<file path="src/rtl/pwfr_pkg.sv">
// types and constants shared by the pulse width frame receiver
`timescale 1ns / 1ps
`default_nettype none

package pwfr_pkg;

    // phase codes of the frame, sync, bit and byte machines
    typedef enum logic [1:0] {
        PH_READY = 2'd0,
        PH_ONE   = 2'd1,
        PH_TWO   = 2'd2
    } t_phase;

    // sticky bit status codes
    typedef enum logic [1:0] {
        ST_OK      = 2'd0,
        ST_SHORT   = 2'd1,
        ST_TIMEOUT = 2'd2
    } t_status;

    // configuration register indexes
    typedef enum logic [1:0] {
        CFG_SYNC_COUNT    = 2'd0,
        CFG_TIMEOUT_LIMIT = 2'd1,
        CFG_FRAME_LENGTH  = 2'd2
    } t_cfg_index;

    localparam int CFG_INDEX_W = 2;
    localparam int CFG_DATA_W  = 16;

    localparam logic [7:0]  SYNC_COUNT_RST    = 8'd8;
    localparam logic [15:0] TIMEOUT_LIMIT_RST = 16'd10000;
    localparam logic [7:0]  FRAME_LENGTH_RST  = 8'd8;
    localparam logic [3:0]  BITS_PER_BYTE     = 4'd8;
    localparam logic [7:0]  MATCH_MAX         = 8'd255;

    typedef struct packed {
        logic [7:0]  sync_count;
        logic [15:0] timeout_limit;
        logic [7:0]  frame_length;
    } t_cfg;

    typedef struct packed {
        logic [7:0]  tick_timer;
        t_phase      frame_phase;
        logic [7:0]  byte_position;
        logic [15:0] frame_wait_count;
        t_phase      sync_phase;
        logic [7:0]  match_count;
        logic [7:0]  previous_high;
        logic [7:0]  low_time;
        logic [7:0]  high_time;
        logic        high_is_longer;
        t_phase      bit_phase;
        logic        last_pin;
        logic [15:0] bit_wait_count;
        t_status     bit_status;
        t_phase      byte_phase;
        logic [3:0]  bits_taken;
        logic [7:0]  shift_byte;
    } t_state;

    typedef struct packed {
        logic       byte_valid;
        logic [7:0] byte_data;
        logic [7:0] byte_index;
        logic       frame_done;
        logic       frame_timeout;
        logic [1:0] bit_error;
        logic       synced;
        logic       high_longer;
        logic [7:0] low_reference;
        logic [7:0] high_reference;
    } t_result;

    localparam t_state STATE_RST = '{
        tick_timer:       8'd0,
        frame_phase:      PH_READY,
        byte_position:    8'd0,
        frame_wait_count: 16'd0,
        sync_phase:       PH_READY,
        match_count:      8'd0,
        previous_high:    8'd0,
        low_time:         8'd0,
        high_time:        8'd0,
        high_is_longer:   1'b0,
        bit_phase:        PH_READY,
        last_pin:         1'b0,
        bit_wait_count:   16'd0,
        bit_status:       ST_OK,
        byte_phase:       PH_READY,
        bits_taken:       4'd0,
        shift_byte:       8'd0
    };

endpackage

`default_nettype wire

</file>
<file path="src/rtl/pwfr_in_if.sv">
// input channel: one sampled pin level per transfer
`timescale 1ns / 1ps
`default_nettype none

interface pwfr_in_if;
    logic valid;
    logic ready;
    logic pin_level;

    modport source (output valid, output pin_level, input ready);
    modport sink   (input valid, input pin_level, output ready);
endinterface

`default_nettype wire

</file>
<file path="src/rtl/pwfr_out_if.sv">
// result channel: one decoder result per transfer
`timescale 1ns / 1ps
`default_nettype none

interface pwfr_out_if;
    logic       valid;
    logic       ready;
    logic       byte_valid;
    logic [7:0] byte_data;
    logic [7:0] byte_index;
    logic       frame_done;
    logic       frame_timeout;
    logic [1:0] bit_error;
    logic       synced;
    logic       high_longer;
    logic [7:0] low_reference;
    logic [7:0] high_reference;

    modport source (
        output valid, byte_valid, byte_data, byte_index, frame_done, frame_timeout,
        output bit_error, synced, high_longer, low_reference, high_reference,
        input  ready
    );
    modport sink (
        input  valid, byte_valid, byte_data, byte_index, frame_done, frame_timeout,
        input  bit_error, synced, high_longer, low_reference, high_reference,
        output ready
    );
endinterface

`default_nettype wire

</file>
<file path="src/rtl/pwfr_decode.sv">
// next state and result of the decoder for one pin sample
`timescale 1ns / 1ps
`default_nettype none

module pwfr_decode (
    input  wire logic             i_pin,
    input  wire pwfr_pkg::t_cfg   i_cfg,
    input  wire pwfr_pkg::t_state i_state,
    output pwfr_pkg::t_state      o_state,
    output pwfr_pkg::t_result     o_result
);
    import pwfr_pkg::*;

    always_comb begin
        t_state     s;
        t_result    r;
        logic       restart;
        logic       sync_hit;
        logic       bit_end;
        logic       bit_val;
        logic       byte_end;
        logic [7:0] ref_time;
        logic [8:0] hi_sum;
        logic [8:0] lo_sum;
        logic [5:0] tol;

        s        = i_state;
        r        = '0;
        restart  = 1'b0;
        sync_hit = 1'b0;
        bit_end  = 1'b0;
        bit_val  = 1'b0;
        byte_end = 1'b0;
        ref_time = 8'd0;
        hi_sum   = 9'd0;
        lo_sum   = 9'd0;
        tol      = 6'd0;

        if (s.frame_phase != PH_ONE && s.frame_phase != PH_TWO) begin
            s.frame_phase      = PH_ONE;
            s.byte_position    = 8'd0;
            s.frame_wait_count = 16'd0;
        end

        if (s.frame_phase == PH_ONE) begin
            // preamble sync
            case (s.sync_phase)
                PH_ONE: begin
                    if (i_pin) begin
                        s.low_time   = s.tick_timer;
                        restart      = 1'b1;
                        s.sync_phase = PH_TWO;
                    end
                end
                PH_TWO: begin
                    if (!i_pin) begin
                        tol         = s.tick_timer[7:2];
                        hi_sum      = {1'b0, s.previous_high} + {3'b000, tol};
                        lo_sum      = {1'b0, s.tick_timer} + {3'b000, tol};
                        s.high_time = s.tick_timer;
                        restart     = 1'b1;
                        if (hi_sum > {1'b0, s.tick_timer} &&
                            {1'b0, s.previous_high} < lo_sum) begin
                            if (s.match_count < MATCH_MAX)
                                s.match_count = s.match_count + 8'd1;
                        end else begin
                            s.match_count = 8'd0;
                        end
                        s.previous_high = s.tick_timer;
                        if (s.match_count >= i_cfg.sync_count) begin
                            s.sync_phase     = PH_READY;
                            s.high_is_longer = (s.high_time > s.low_time);
                            sync_hit         = 1'b1;
                        end else begin
                            s.sync_phase = PH_ONE;
                        end
                    end
                end
                default: begin
                    s.match_count = 8'd0;
                    s.sync_phase  = PH_ONE;
                end
            endcase
            if (sync_hit) begin
                s.frame_wait_count = 16'd0;
                s.frame_phase      = PH_TWO;
            end
        end else begin
            // byte machine, which runs the bit machine once per sample
            if (s.byte_phase != PH_ONE && s.byte_phase != PH_TWO) begin
                s.bits_taken = 4'd0;
                s.byte_phase = PH_ONE;
            end

            if (s.bit_phase != PH_ONE && s.bit_phase != PH_TWO) begin
                s.bit_wait_count = 16'd0;
                s.bit_phase      = PH_ONE;
            end
            ref_time = s.high_is_longer ? s.high_time : s.low_time;
            if (s.bit_phase == PH_ONE) begin
                if (i_pin == s.high_is_longer) begin
                    restart     = 1'b1;
                    s.last_pin  = i_pin;
                    s.bit_phase = PH_TWO;
                end
            end else if (i_pin != s.last_pin) begin
                restart    = 1'b1;
                s.last_pin = i_pin;
                if ({1'b0, s.tick_timer} > {1'b0, ref_time} + {3'b000, ref_time[7:2]})
                    bit_val = 1'b1;
                if (s.tick_timer < {1'b0, ref_time[7:1]})
                    s.bit_status = ST_SHORT;
                s.bit_phase = PH_READY;
            end
            s.bit_wait_count = s.bit_wait_count + 16'd1;
            if (s.bit_wait_count > i_cfg.timeout_limit) begin
                s.bit_status = ST_TIMEOUT;
                s.bit_phase  = PH_READY;
            end
            bit_end = (s.bit_phase == PH_READY);

            if (s.byte_phase == PH_ONE) begin
                // wait for the start bit
                if (bit_end && bit_val)
                    s.byte_phase = PH_TWO;
            end else if (bit_end) begin
                s.shift_byte = {s.shift_byte[6:0], bit_val};
                s.bits_taken = s.bits_taken + 4'd1;
                if (s.bits_taken == BITS_PER_BYTE) begin
                    s.byte_phase = PH_READY;
                    byte_end     = 1'b1;
                end
            end

            if (byte_end) begin
                r.byte_valid    = 1'b1;
                r.byte_data     = s.shift_byte;
                r.byte_index    = s.byte_position;
                s.byte_position = s.byte_position + 8'd1;
                if (s.byte_position == i_cfg.frame_length) begin
                    r.frame_done  = 1'b1;
                    s.frame_phase = PH_READY;
                end
            end
        end

        s.frame_wait_count = s.frame_wait_count + 16'd1;
        if (s.frame_wait_count > i_cfg.timeout_limit) begin
            r.frame_timeout = 1'b1;
            s.frame_phase   = PH_READY;
        end
        s.tick_timer = (restart ? 8'd0 : s.tick_timer) + 8'd1;

        r.bit_error      = s.bit_status;
        r.synced         = sync_hit;
        r.high_longer    = s.high_is_longer;
        r.low_reference  = s.low_time;
        r.high_reference = s.high_time;

        o_state  = s;
        o_result = r;
    end

endmodule

`default_nettype wire

</file>
<file path="src/rtl/pwfr_out_stage.sv">
// output register that holds one result until the sink takes it
`timescale 1ns / 1ps
`default_nettype none

module pwfr_out_stage (
    input  wire logic              i_clk,
    input  wire logic              i_rst_n,
    input  wire logic              i_load,
    input  wire pwfr_pkg::t_result i_result,
    output logic                   o_ready,
    pwfr_out_if.source             o_out_ch
);
    import pwfr_pkg::*;

    logic    r_valid;
    t_result r_result;

    // free when empty or being emptied this cycle
    assign o_ready = !r_valid || o_out_ch.ready;

    always_ff @(posedge i_clk) begin
        if (!i_rst_n) begin
            r_valid <= 1'b0;
        end else if (o_ready) begin
            r_valid <= i_load;
        end
    end

    always_ff @(posedge i_clk) begin
        if (o_ready && i_load) begin
            r_result <= i_result;
        end
    end

    assign o_out_ch.valid          = r_valid;
    assign o_out_ch.byte_valid     = r_result.byte_valid;
    assign o_out_ch.byte_data      = r_result.byte_data;
    assign o_out_ch.byte_index     = r_result.byte_index;
    assign o_out_ch.frame_done     = r_result.frame_done;
    assign o_out_ch.frame_timeout  = r_result.frame_timeout;
    assign o_out_ch.bit_error      = r_result.bit_error;
    assign o_out_ch.synced         = r_result.synced;
    assign o_out_ch.high_longer    = r_result.high_longer;
    assign o_out_ch.low_reference  = r_result.low_reference;
    assign o_out_ch.high_reference = r_result.high_reference;

endmodule

`default_nettype wire

</file>
<file path="src/rtl/pulse_width_frame_receiver.sv">
// top level of the pulse width frame receiver
//
// usage
//   input channel i_in_ch carries one sampled pin level per transfer; each
//   transfer is one tick of the decoder's 8-bit wrapping pulse timer
//   result channel o_out_ch returns exactly one result per input transfer:
//   byte strobe with data and index, frame done, frame timeout, sticky bit
//   status, sync strobe and the latched preamble low and high times
//   config port writes sync_count (0), timeout_limit (1) and frame_length (2)
//   through i_cfg_wr_en, i_cfg_index and i_cfg_wdata; write only while idle
// timing
//   latency is one cycle: the result of a transfer accepted at one edge is
//   shown from the next edge on
//   throughput is one transfer per cycle; the whole decode step is one pass
//   of compares and counter updates from the state register to the result
//   register
// reset
//   synchronous, active low; all machines return to their ready phase, the
//   timer and counters clear, config returns to 8 / 10000 / 8, the result
//   register empties
// stall
//   while the sink holds ready low the result stays in the output register
//   and i_in_ch.ready drops, so no pin sample is taken until it is moved
`timescale 1ns / 1ps
`default_nettype none

module pulse_width_frame_receiver (
    input  wire logic                                  i_clk,
    input  wire logic                                  i_rst_n,
    pwfr_in_if.sink                                    i_in_ch,
    pwfr_out_if.source                                 o_out_ch,
    input  wire logic                                  i_cfg_wr_en,
    input  wire logic [pwfr_pkg::CFG_INDEX_W-1:0]      i_cfg_index,
    input  wire logic [pwfr_pkg::CFG_DATA_W-1:0]       i_cfg_wdata
);
    import pwfr_pkg::*;

    t_cfg    r_cfg;
    t_state  r_state;
    t_state  n_state;
    t_result n_result;
    logic    stage_ready;
    logic    in_xfer;

    assign i_in_ch.ready = stage_ready;
    assign in_xfer       = i_in_ch.valid && stage_ready;

    // configuration registers; the user must write them only while idle, the block does not enforce it
    always_ff @(posedge i_clk) begin
        if (!i_rst_n) begin
            r_cfg.sync_count    <= SYNC_COUNT_RST;
            r_cfg.timeout_limit <= TIMEOUT_LIMIT_RST;
            r_cfg.frame_length  <= FRAME_LENGTH_RST;
        end else if (i_cfg_wr_en) begin
            case (i_cfg_index)
                CFG_SYNC_COUNT:    r_cfg.sync_count    <= i_cfg_wdata[7:0];
                CFG_TIMEOUT_LIMIT: r_cfg.timeout_limit <= i_cfg_wdata;
                CFG_FRAME_LENGTH:  r_cfg.frame_length  <= i_cfg_wdata[7:0];
                default: ;
            endcase
        end
    end

    // decoder state advances once per accepted pin sample
    always_ff @(posedge i_clk) begin
        if (!i_rst_n) begin
            r_state <= STATE_RST;
        end else if (in_xfer) begin
            r_state <= n_state;
        end
    end

    pwfr_decode u_decode (
        .i_pin    (i_in_ch.pin_level),
        .i_cfg    (r_cfg),
        .i_state  (r_state),
        .o_state  (n_state),
        .o_result (n_result)
    );

    pwfr_out_stage u_out_stage (
        .i_clk    (i_clk),
        .i_rst_n  (i_rst_n),
        .i_load   (in_xfer),
        .i_result (n_result),
        .o_ready  (stage_ready),
        .o_out_ch (o_out_ch)
    );

endmodule

`default_nettype wire

</file>
<file path="src/flat_wrapper.sv">
// flat-port wrapper written by rule: the top's interface ports become plain ports
module pulse_width_frame_receiver_flat import pwfr_pkg::*;
  (i_clk, i_rst_n, i_cfg_wr_en, i_cfg_index, i_cfg_wdata, i_in_ch_valid, i_in_ch_pin_level, i_in_ch_ready, o_out_ch_valid, o_out_ch_byte_valid, o_out_ch_byte_data, o_out_ch_byte_index, o_out_ch_frame_done, o_out_ch_frame_timeout, o_out_ch_bit_error, o_out_ch_synced, o_out_ch_high_longer, o_out_ch_low_reference, o_out_ch_high_reference, o_out_ch_ready);
  pwfr_in_if i_in_ch_i ();
  pwfr_out_if o_out_ch_i ();
  input  wire logic i_clk;
  input  wire logic i_rst_n;
  input  wire logic i_cfg_wr_en;
  input  wire logic [pwfr_pkg::CFG_INDEX_W-1:0] i_cfg_index;
  input  wire logic [pwfr_pkg::CFG_DATA_W-1:0] i_cfg_wdata;
  input wire logic [$bits(i_in_ch_i.valid)-1:0] i_in_ch_valid;
  input wire logic [$bits(i_in_ch_i.pin_level)-1:0] i_in_ch_pin_level;
  output wire logic [$bits(i_in_ch_i.ready)-1:0] i_in_ch_ready;
  output wire logic [$bits(o_out_ch_i.valid)-1:0] o_out_ch_valid;
  output wire logic [$bits(o_out_ch_i.byte_valid)-1:0] o_out_ch_byte_valid;
  output wire logic [$bits(o_out_ch_i.byte_data)-1:0] o_out_ch_byte_data;
  output wire logic [$bits(o_out_ch_i.byte_index)-1:0] o_out_ch_byte_index;
  output wire logic [$bits(o_out_ch_i.frame_done)-1:0] o_out_ch_frame_done;
  output wire logic [$bits(o_out_ch_i.frame_timeout)-1:0] o_out_ch_frame_timeout;
  output wire logic [$bits(o_out_ch_i.bit_error)-1:0] o_out_ch_bit_error;
  output wire logic [$bits(o_out_ch_i.synced)-1:0] o_out_ch_synced;
  output wire logic [$bits(o_out_ch_i.high_longer)-1:0] o_out_ch_high_longer;
  output wire logic [$bits(o_out_ch_i.low_reference)-1:0] o_out_ch_low_reference;
  output wire logic [$bits(o_out_ch_i.high_reference)-1:0] o_out_ch_high_reference;
  input wire logic [$bits(o_out_ch_i.ready)-1:0] o_out_ch_ready;
  assign i_in_ch_i.valid = i_in_ch_valid;
  assign i_in_ch_i.pin_level = i_in_ch_pin_level;
  assign i_in_ch_ready = i_in_ch_i.ready;
  assign o_out_ch_valid = o_out_ch_i.valid;
  assign o_out_ch_byte_valid = o_out_ch_i.byte_valid;
  assign o_out_ch_byte_data = o_out_ch_i.byte_data;
  assign o_out_ch_byte_index = o_out_ch_i.byte_index;
  assign o_out_ch_frame_done = o_out_ch_i.frame_done;
  assign o_out_ch_frame_timeout = o_out_ch_i.frame_timeout;
  assign o_out_ch_bit_error = o_out_ch_i.bit_error;
  assign o_out_ch_synced = o_out_ch_i.synced;
  assign o_out_ch_high_longer = o_out_ch_i.high_longer;
  assign o_out_ch_low_reference = o_out_ch_i.low_reference;
  assign o_out_ch_high_reference = o_out_ch_i.high_reference;
  assign o_out_ch_i.ready = o_out_ch_ready;
  pulse_width_frame_receiver u_core (.i_clk(i_clk), .i_rst_n(i_rst_n), .i_in_ch(i_in_ch_i), .o_out_ch(o_out_ch_i), .i_cfg_wr_en(i_cfg_wr_en), .i_cfg_index(i_cfg_index), .i_cfg_wdata(i_cfg_wdata));
endmodule
</file>
<file path="config.mk">
export PLATFORM = sky130hd
export DESIGN_NAME = pulse_width_frame_receiver_flat
export DESIGN_NICKNAME = d
export VERILOG_FILES = /design/src/rtl/pwfr_pkg.sv /design/src/rtl/pwfr_in_if.sv /design/src/rtl/pwfr_out_if.sv /design/src/rtl/pwfr_decode.sv /design/src/rtl/pwfr_out_stage.sv /design/src/rtl/pulse_width_frame_receiver.sv /design/src/flat_wrapper.sv
export SDC_FILE = /design/constraint.sdc
export NUM_CORES = 1
export LEC_CHECK = 0
export BUFFER_PORTS_ARGS = -buffer_cell sky130_fd_sc_hd__buf_2
export CORE_UTILIZATION = 30
export CTS_BUF_LIST = sky130_fd_sc_hd__clkbuf_4 sky130_fd_sc_hd__clkbuf_8
export CTS_CLUSTER_SIZE = 8
export DETAILED_ROUTE_END_ITERATION = 10
export GPL_TIMING_DRIVEN = 0
export MAX_ROUTING_LAYER = met4
export PLACE_DENSITY = 0.49
export SLEW_MARGIN = 20
export SYNTH_ARGS = -nofsm -noshare
export SYNTH_HDL_FRONTEND = slang
export SYNTH_SLANG_ARGS = --single-unit
export TNS_END_PERCENT = 1
</file>
<file path="constraint.sdc">
create_clock -name i_clk -period 8 [get_ports i_clk]
set_input_delay 0.4 -clock i_clk [delete_from_list [all_inputs] [get_ports i_clk]]
set_output_delay 0.4 -clock i_clk [all_outputs]
set_load 0.005 [all_outputs]
</file>
# Yosys cells after proc, flatten, opt, wreduce, memory -nomap -nowiden
# Cells that the tools add are included.
[totals] regBits=176 word_cells=164 output_inout_bits=41 input_bits=24
[classes] order_cmp=9 addsub=9 n_reduce_logical=21 n_mux=70 eq_ne=20 bitwise=4
[op_table] op="two-way mux 8 bit" count=11
[op_table] op="two-way mux 16 bit" count=4
[op_table] op="two-way mux 51 bit" count=1
[op_table] op="two-way mux 18 bit" count=2
[op_table] op="adder 16 x 1 -> 16 bit (second input constant)" count=2
[op_table] op="> comparator 16 bit" count=2
[op_table] op="two-way mux 2 bit" count=16
[op_table] op="adder 8 x 6 -> 9 bit" count=3
[op_table] op="two-way mux 26 bit" count=1
[op_table] op="adder 8 x 1 -> 8 bit (second input constant)" count=3
[op_table] op="two-way mux 1 bit" count=22
[op_table] op="two-way mux 9 bit" count=2
[op_table] op="one-hot mux 8 bit (2 select lines)" count=1
[op_table] op="AND reduction 4 bit" count=4
[op_table] op="two-way mux 14 bit" count=1
[op_table] op="two-way mux 12 bit" count=1
[op_table] op="two-way mux 6 bit" count=2
[op_table] op="== test 2 x 1 -> 1 bit (second input constant)" count=5
[op_table] op="two-way mux 10 bit" count=1
[op_table] op="!= test 2 bit (second input constant)" count=5
[op_table] op="> comparator 8 x 9 -> 1 bit" count=1
[op_table] op="> comparator 9 x 8 -> 1 bit" count=1
[op_table] op="less-than comparator 8 x 9 -> 1 bit" count=1
[op_table] op="two-way mux 3 bit" count=3
[op_table] op="21 further kinds" count=38

# Logic depth before layout (Yosys ltp)
[depth] word_depth=17 mapped_depth=39 mapped_depth_nobuf=37

# Hierarchy
# From an unflattened synthesis, not the netlist that was laid out.
[unflattened] hier_cells=1483 area_unflattened_um2=12499.5
[modules_own_cells] mod="pulse_width_frame_receiver" seq_area_each_um2=2722.6 instances=1 area_each_um2=5649.2 cells_each=601
[modules_own_cells] mod="pwfr_decode" seq_area_each_um2=0.0 instances=1 area_each_um2=5621.6 cells_each=838
[modules_own_cells] mod="pwfr_out_stage" seq_area_each_um2=1191.1 instances=1 area_each_um2=1228.7 cells_each=44

# Least setup slack after synthesis
# OpenSTA, ideal clock, no wires.
[synth_timing] path_kind="reg2reg" startpoint="reg u_core.r_state[99] in the netlist's numbering" endpoint="reg u_core.r_state[95] in the netlist's numbering" path_stages_with_launch=36 t_required_ps=7941 arrival_time_ps=7229 setup_slack_ps=713 synth_period_minus_slack_ps=7287 n_path_buf=1 setup_ps=59 path_cell_list="dfxtp_1 ha_1 a21o_1 a21oi_1 o21bai_1 a21oi_1 nor2b_1 o21ai_0 xnor2_1 ha_1 a2111oi_0 a21oi_2 or2_1 clkbuf_1 o21bai_1 ha_1 nand2b_1 a2111oi_0 or4b_4 nand2_1 nor2_1 and2_1 ha_1 nand3_1 nor3_1 and3_1 and3_1 xnor2_1 nor2_1 ha_1 and4_1 a221oi_1 o31ai_1 o31a_1 o21ai_0 o211a_1"
[synth_lines] element="from (decl)" line_no="pulse_width_frame_receiver.sv:39" source="t_state r_state;"
[synth_lines] element="from (signal assigned)" line_no="pulse_width_frame_receiver.sv:69" source="r_state <= n_state;"

==> results.md <==
Power and ir drop:
- The switching power is 0.4911 mW.
- Per report_power, the combinational group accounts for 8.5% of the total.
- The completed layout was analyzed and its total power is 1.724 mW.
- The maximum resistive drop on vdd is between 0.09 and 0.1 mV.
- In this run, flip-flops and latches consume 54.0% of the power.
- Cell internal power was estimated by the tool at 1.233 mW.
- The total power per unit cell area is approximately 140 mW/mm^2.
- The switching portion of total power is 28.49%.
- The static power due to leakage is 4.919 nW.
- In this run, the clock network consumes 37.5% of the power.

Floorplan:
- The vertical extent of the die is 192.3 um.
- The I/O pin count is 65.
- The die area is 0.03696 mm^2.
- The placeable core region is 0.03557 mm^2.
- The initial cell density of the core is 30.53%.
- The initialized floorplan defines 69 standard-cell rows.
- The chip width is just under 200 um.

Synthesis:
- Synthesis instantiated 79 different standard cells from the library.
- The number of instances in the synthesized netlist is about 1.3k.
- During synthesis, Yosys emitted a total of 0 warnings.
- The flip-flop cell with the highest count after synthesis is dfxtp_1.
- The net count of the mapped netlist is 1421.
- By area the synthesized netlist is led by dfxtp_1 (25%), ha_1 (13%), edfxtp_1 (11%).
- The dominant cell type by area after synthesis is dfxtp_1.
- The number of synthesized register bits is between 150 and 200.
- After synthesis, the share of flip-flops with an asynchronous set or reset is 0%.
- Summed over its instances, the top area cell type makes up 25.07% of the synthesized netlist area.
- Summing every instance area after synthesis gives 0.01086 mm^2.
- After synthesis, flip-flops and latches occupy around 36% of the total area.
- The average instance area after synthesis is between 8 and 9 um^2.
- The number of synthesized flops with an enable pin is 39.

Worst setup path:
- The depth of the worst register-to-register path is 37.
- Of all nets on the critical path, the largest fanout is 10.
- Among the stages of the critical path, the cell type that occurs most often is ha_1.
- The element type at the critical path end is a flip-flop.
- The minimum setup slack among reg-to-reg paths is 510 ps.
- The slowest stage of the critical path is the dfxtp_4 cell.
- The reg-to-reg endpoint is u_core.r_state[94].
- The critical path launch point type is a flip-flop.
- On the worst path, the slowest cell contributes a delay of roughly 440 ps.
- The type of the setup path with the least slack is reg -> reg.
- Data on the critical path arrives at its endpoint at 7860 ps.
- The startpoint of the worst-slack reg-to-reg timing path is u_core.r_state[98].
- For the worst setup path, the data required time is 8380 ps.

Placed design:
- The placed instances occupy a cell area of 0.01181 mm^2.
- The HPWL after detailed placement is 23480 um.
- During placement, the flow inserted port buffers numbering 64.
- The global placer's final weighted congestion is 0.8221.
- The worst slack at placement is -1247 ps.

Clock tree:
- Counting every sink on the clock net gives 175.
- At the later pin of the worst-skew pair, clock insertion delay measures 480 ps.
- The master cell of the clock root buffer is clkbuf_8.
- The quantity of hold-fixing buffers added after cts is 0.
- The number of CTS-inserted buffers is 17.
- TritonCTS built the clock tree.
- The worst-case clock buffer depth is 2.
- The CTS clock-pin slew for the worst setup and hold paths is 100 ps.
- The number of H-tree levels is 4.

Min path:
- The class of the tightest hold or removal check is in -> reg.
- The start point of the worst min-delay path is i_cfg_wdata[10].
- The worst hold path terminates at u_core.r_cfg[18].
- Along the worst hold path, the cell count comes to 3.

Global routing:
- The via count of the first global-routing pass is 8695.
- The initial antenna violation count is 0.
- The aggregate global-route resource usage is 17.43%.
- Entering global routing, the biggest net connects 25 pins.
- The leftover overflow at the end of global routing is 0.
- The first-pass GRT wire length is between 40000 and 50000 um.

Finish:
- From synthesis to final layout, the design area changed by 13.45%.
- The post-layout net count is 1508.
- The area of the multi-input gates is 0.006559 mm^2.
- Registers take 0.003911 mm^2.
- With fillers left out, the area of the finished cells amounts to 0.01232 mm^2.
- The number of fillers in the final layout is 3766.
- 0 antenna diodes ended up in the layout.
- In the final layout, the share of cells above drive strength 1 is a little under an eighth.

Run status:
- The flow ran to the end, and the final reports show no timing, DRC or antenna violations.

STA:
- The total count of max-transition violations in the final report was 0.
- Setup violations remaining at the end of the flow were counted as 0.
- The post-route clock period utilization is 93.57%.
- The top achievable clock speed is 133.6 MHz.
- The final critical path time including I/O delays and setup is about 7500 ps.
- The number of endpoints with negative hold slack in the final report is 0.
- At the pin with the least slew margin, the transition time is between 900 and 1000 ps.
- The final worst setup slack is 514.6 ps.
- Setup repair after global routing left no endpoint under its margin.
- The setup skew after layout is 18.12 ps.
- The worst slew margin relative to its limit is ~39%.

Drt:
- The routed layout has about 9.4k vias.
- For this run, design rule violations remaining after detail routing come to 0.
- The final wirelength is between 30000 and 40000 um.
- The initial detailed-routing violation count is 597.
- The first detailed-routing pass took 5 iterations.
- Using the TritonRoute via totals, the vias-per-cell ratio works out to 5.073.
- Dividing the detail-routed wire length by the instance count gives 16.67 um.
- The post-route antenna net violation count is 0.

Flow run:
- Max-cap violations in this run came to 0.
==> registers in the layout, summed over array words and instances (netlist names), 2 cells and up <==
name,count
u_core.r_state,103
u_core.r_cfg,32
u_core.u_out_stage.o_out_ch.byte_data,8
u_core.u_out_stage.o_out_ch.byte_index,8
u_core.u_out_stage.o_out_ch.high_reference,8
u_core.u_out_stage.o_out_ch.low_reference,8
u_core.u_out_stage.o_out_ch.bit_error,2
==> through the flow <==
step	instances	TNS [ps]	utilization, %	hold slack (ps)
final	1846	0	34.63	147.8
after global routing	1846	0	34.63	136.5
after CTS	1846	0	34.46	110.4
after detailed placement	1812	-3547	33.19	446.5
after global placement	1810	-3517	33.05	441.8
after floorplan	1285	0	-	436.3
==> per-layer routing <==
layer | routed length, um | up-vias | GRT usage [%]
met4 | 323 | 0 | 3.755
met2 | 13920 | 166 | 26.62
li1 | - | 4727 | -
met5 | 0 | - | -
met1 | 15530 | 4452 | 24.44
met3 | 991 | 19 | 2.255
==> placed cells by master (no fill, tap or decap), drive strengths merged, types with 4 or more instances in the layout <==
master     n
nand2b    15
o211ai    15
nor3      22
mux2      13
buf       87
clkbuf    55
and2      14
a31oi      8
xnor2     34
nor4b      5
a21o      11
o21a      15
xor2      27
nand4     23
dfxtp    136
a211oi     4
and3      27
nor2     118
o21ai     48
nor2b     19
nand3     46
nand3b     9
or2        4
clkinv     4
mux2i     25
ha       109
nor4      12
inv       79
a21oi    105
edfxtp    39
o41ai      5
nand2    182
a2111oi    6
o21bai     5
o31ai     11
==> worst max-delay path, delay by kind of cell, from the launching register on <==
family / cells / cell delay [ps]
xor gates and xnor gates: 2 / 270
and+or+nand+nor: 18 / 3050
adders and majority gates: 6 / 1650
AOI/OAI and AO/OA: 9 / 1730
DFF: 1 / 440
buffers and inverters: 2 / 230
==> kinds of logic (layout without fill, tap and decap cells) <==
| logic type | count (synthesis) | in the layout | share of synthesized area [%] |
|---|---|---|---|
| and+or+nand+nor | 510 | 510 | 22.70 |
| AOI/OAI and AO/OA | 263 | 263 | 15.21 |
| DFF | 175 | 175 | 35.86 |
| buffers and inverters | 126 | 226 | 4.551 |
| adders and majority gates | 112 | 112 | 13.11 |
| xor gates and xnor gates | 61 | 61 | 4.920 |
| muxes | 38 | 38 | 3.652 |
==> power groups by stage <==
stage	clock, mW	combinational [mW]	sequential, mW
after global routing	0.704	0.164	0.932
after floorplan	0	0.0843	0.949
final	0.647	0.147	0.930
after detailed placement	0	0.145	0.951
after CTS	0.670	0.147	0.931
after global placement	0	0.141	0.952
==> worst max path at each step <==
stage / from / endpoint / slack, ps
floorplan: u_core.r_state[99] / u_core.r_state[95] / 710
global placement: u_core.r_state[99] / u_core.r_state[94] / -1220
detailed placement: u_core.r_state[99] / u_core.r_state[94] / -1250
CTS: u_core.r_state[96] / u_core.r_state[94] / 10
global route: u_core.r_state[98] / u_core.r_state[94] / 10
finish: u_core.r_state[98] / u_core.r_state[94] / 510
==> cell type report <==
class / count / area share, %
buffer: 55 / 1.859
clock buffer: 18 / 1.960
clock inverter: 14 / 1.209
inverter: 70 / 2.133
multi-input combinational: 984 / 53.24
sequential: 175 / 31.75
tap: 461 / 4.682
timing repair buffer: 69 / 3.169
==> cells in the mapped netlist (all sizes together) (18+ instances only) <==
master / number
edfxtp: 39
buf: 18
nand3: 46
xor2: 27
a21oi: 105
nor3: 22
dfxtp: 136
nor2b: 19
nor2: 118
inv: 69
mux2i: 25
nand4: 23
clkbuf: 38
o21ai: 48
ha: 109
and3: 27
nand2: 182
xnor2: 34
==> repair_timing <==
item	CTS	global route
cloned	0	0
pin swaps	0	3
resized for setup	14	16
hold endpoints to repair	0	0
setup endpoints to repair	3	3
setup buffers	3	0
(Power assumes the default switching activity.)
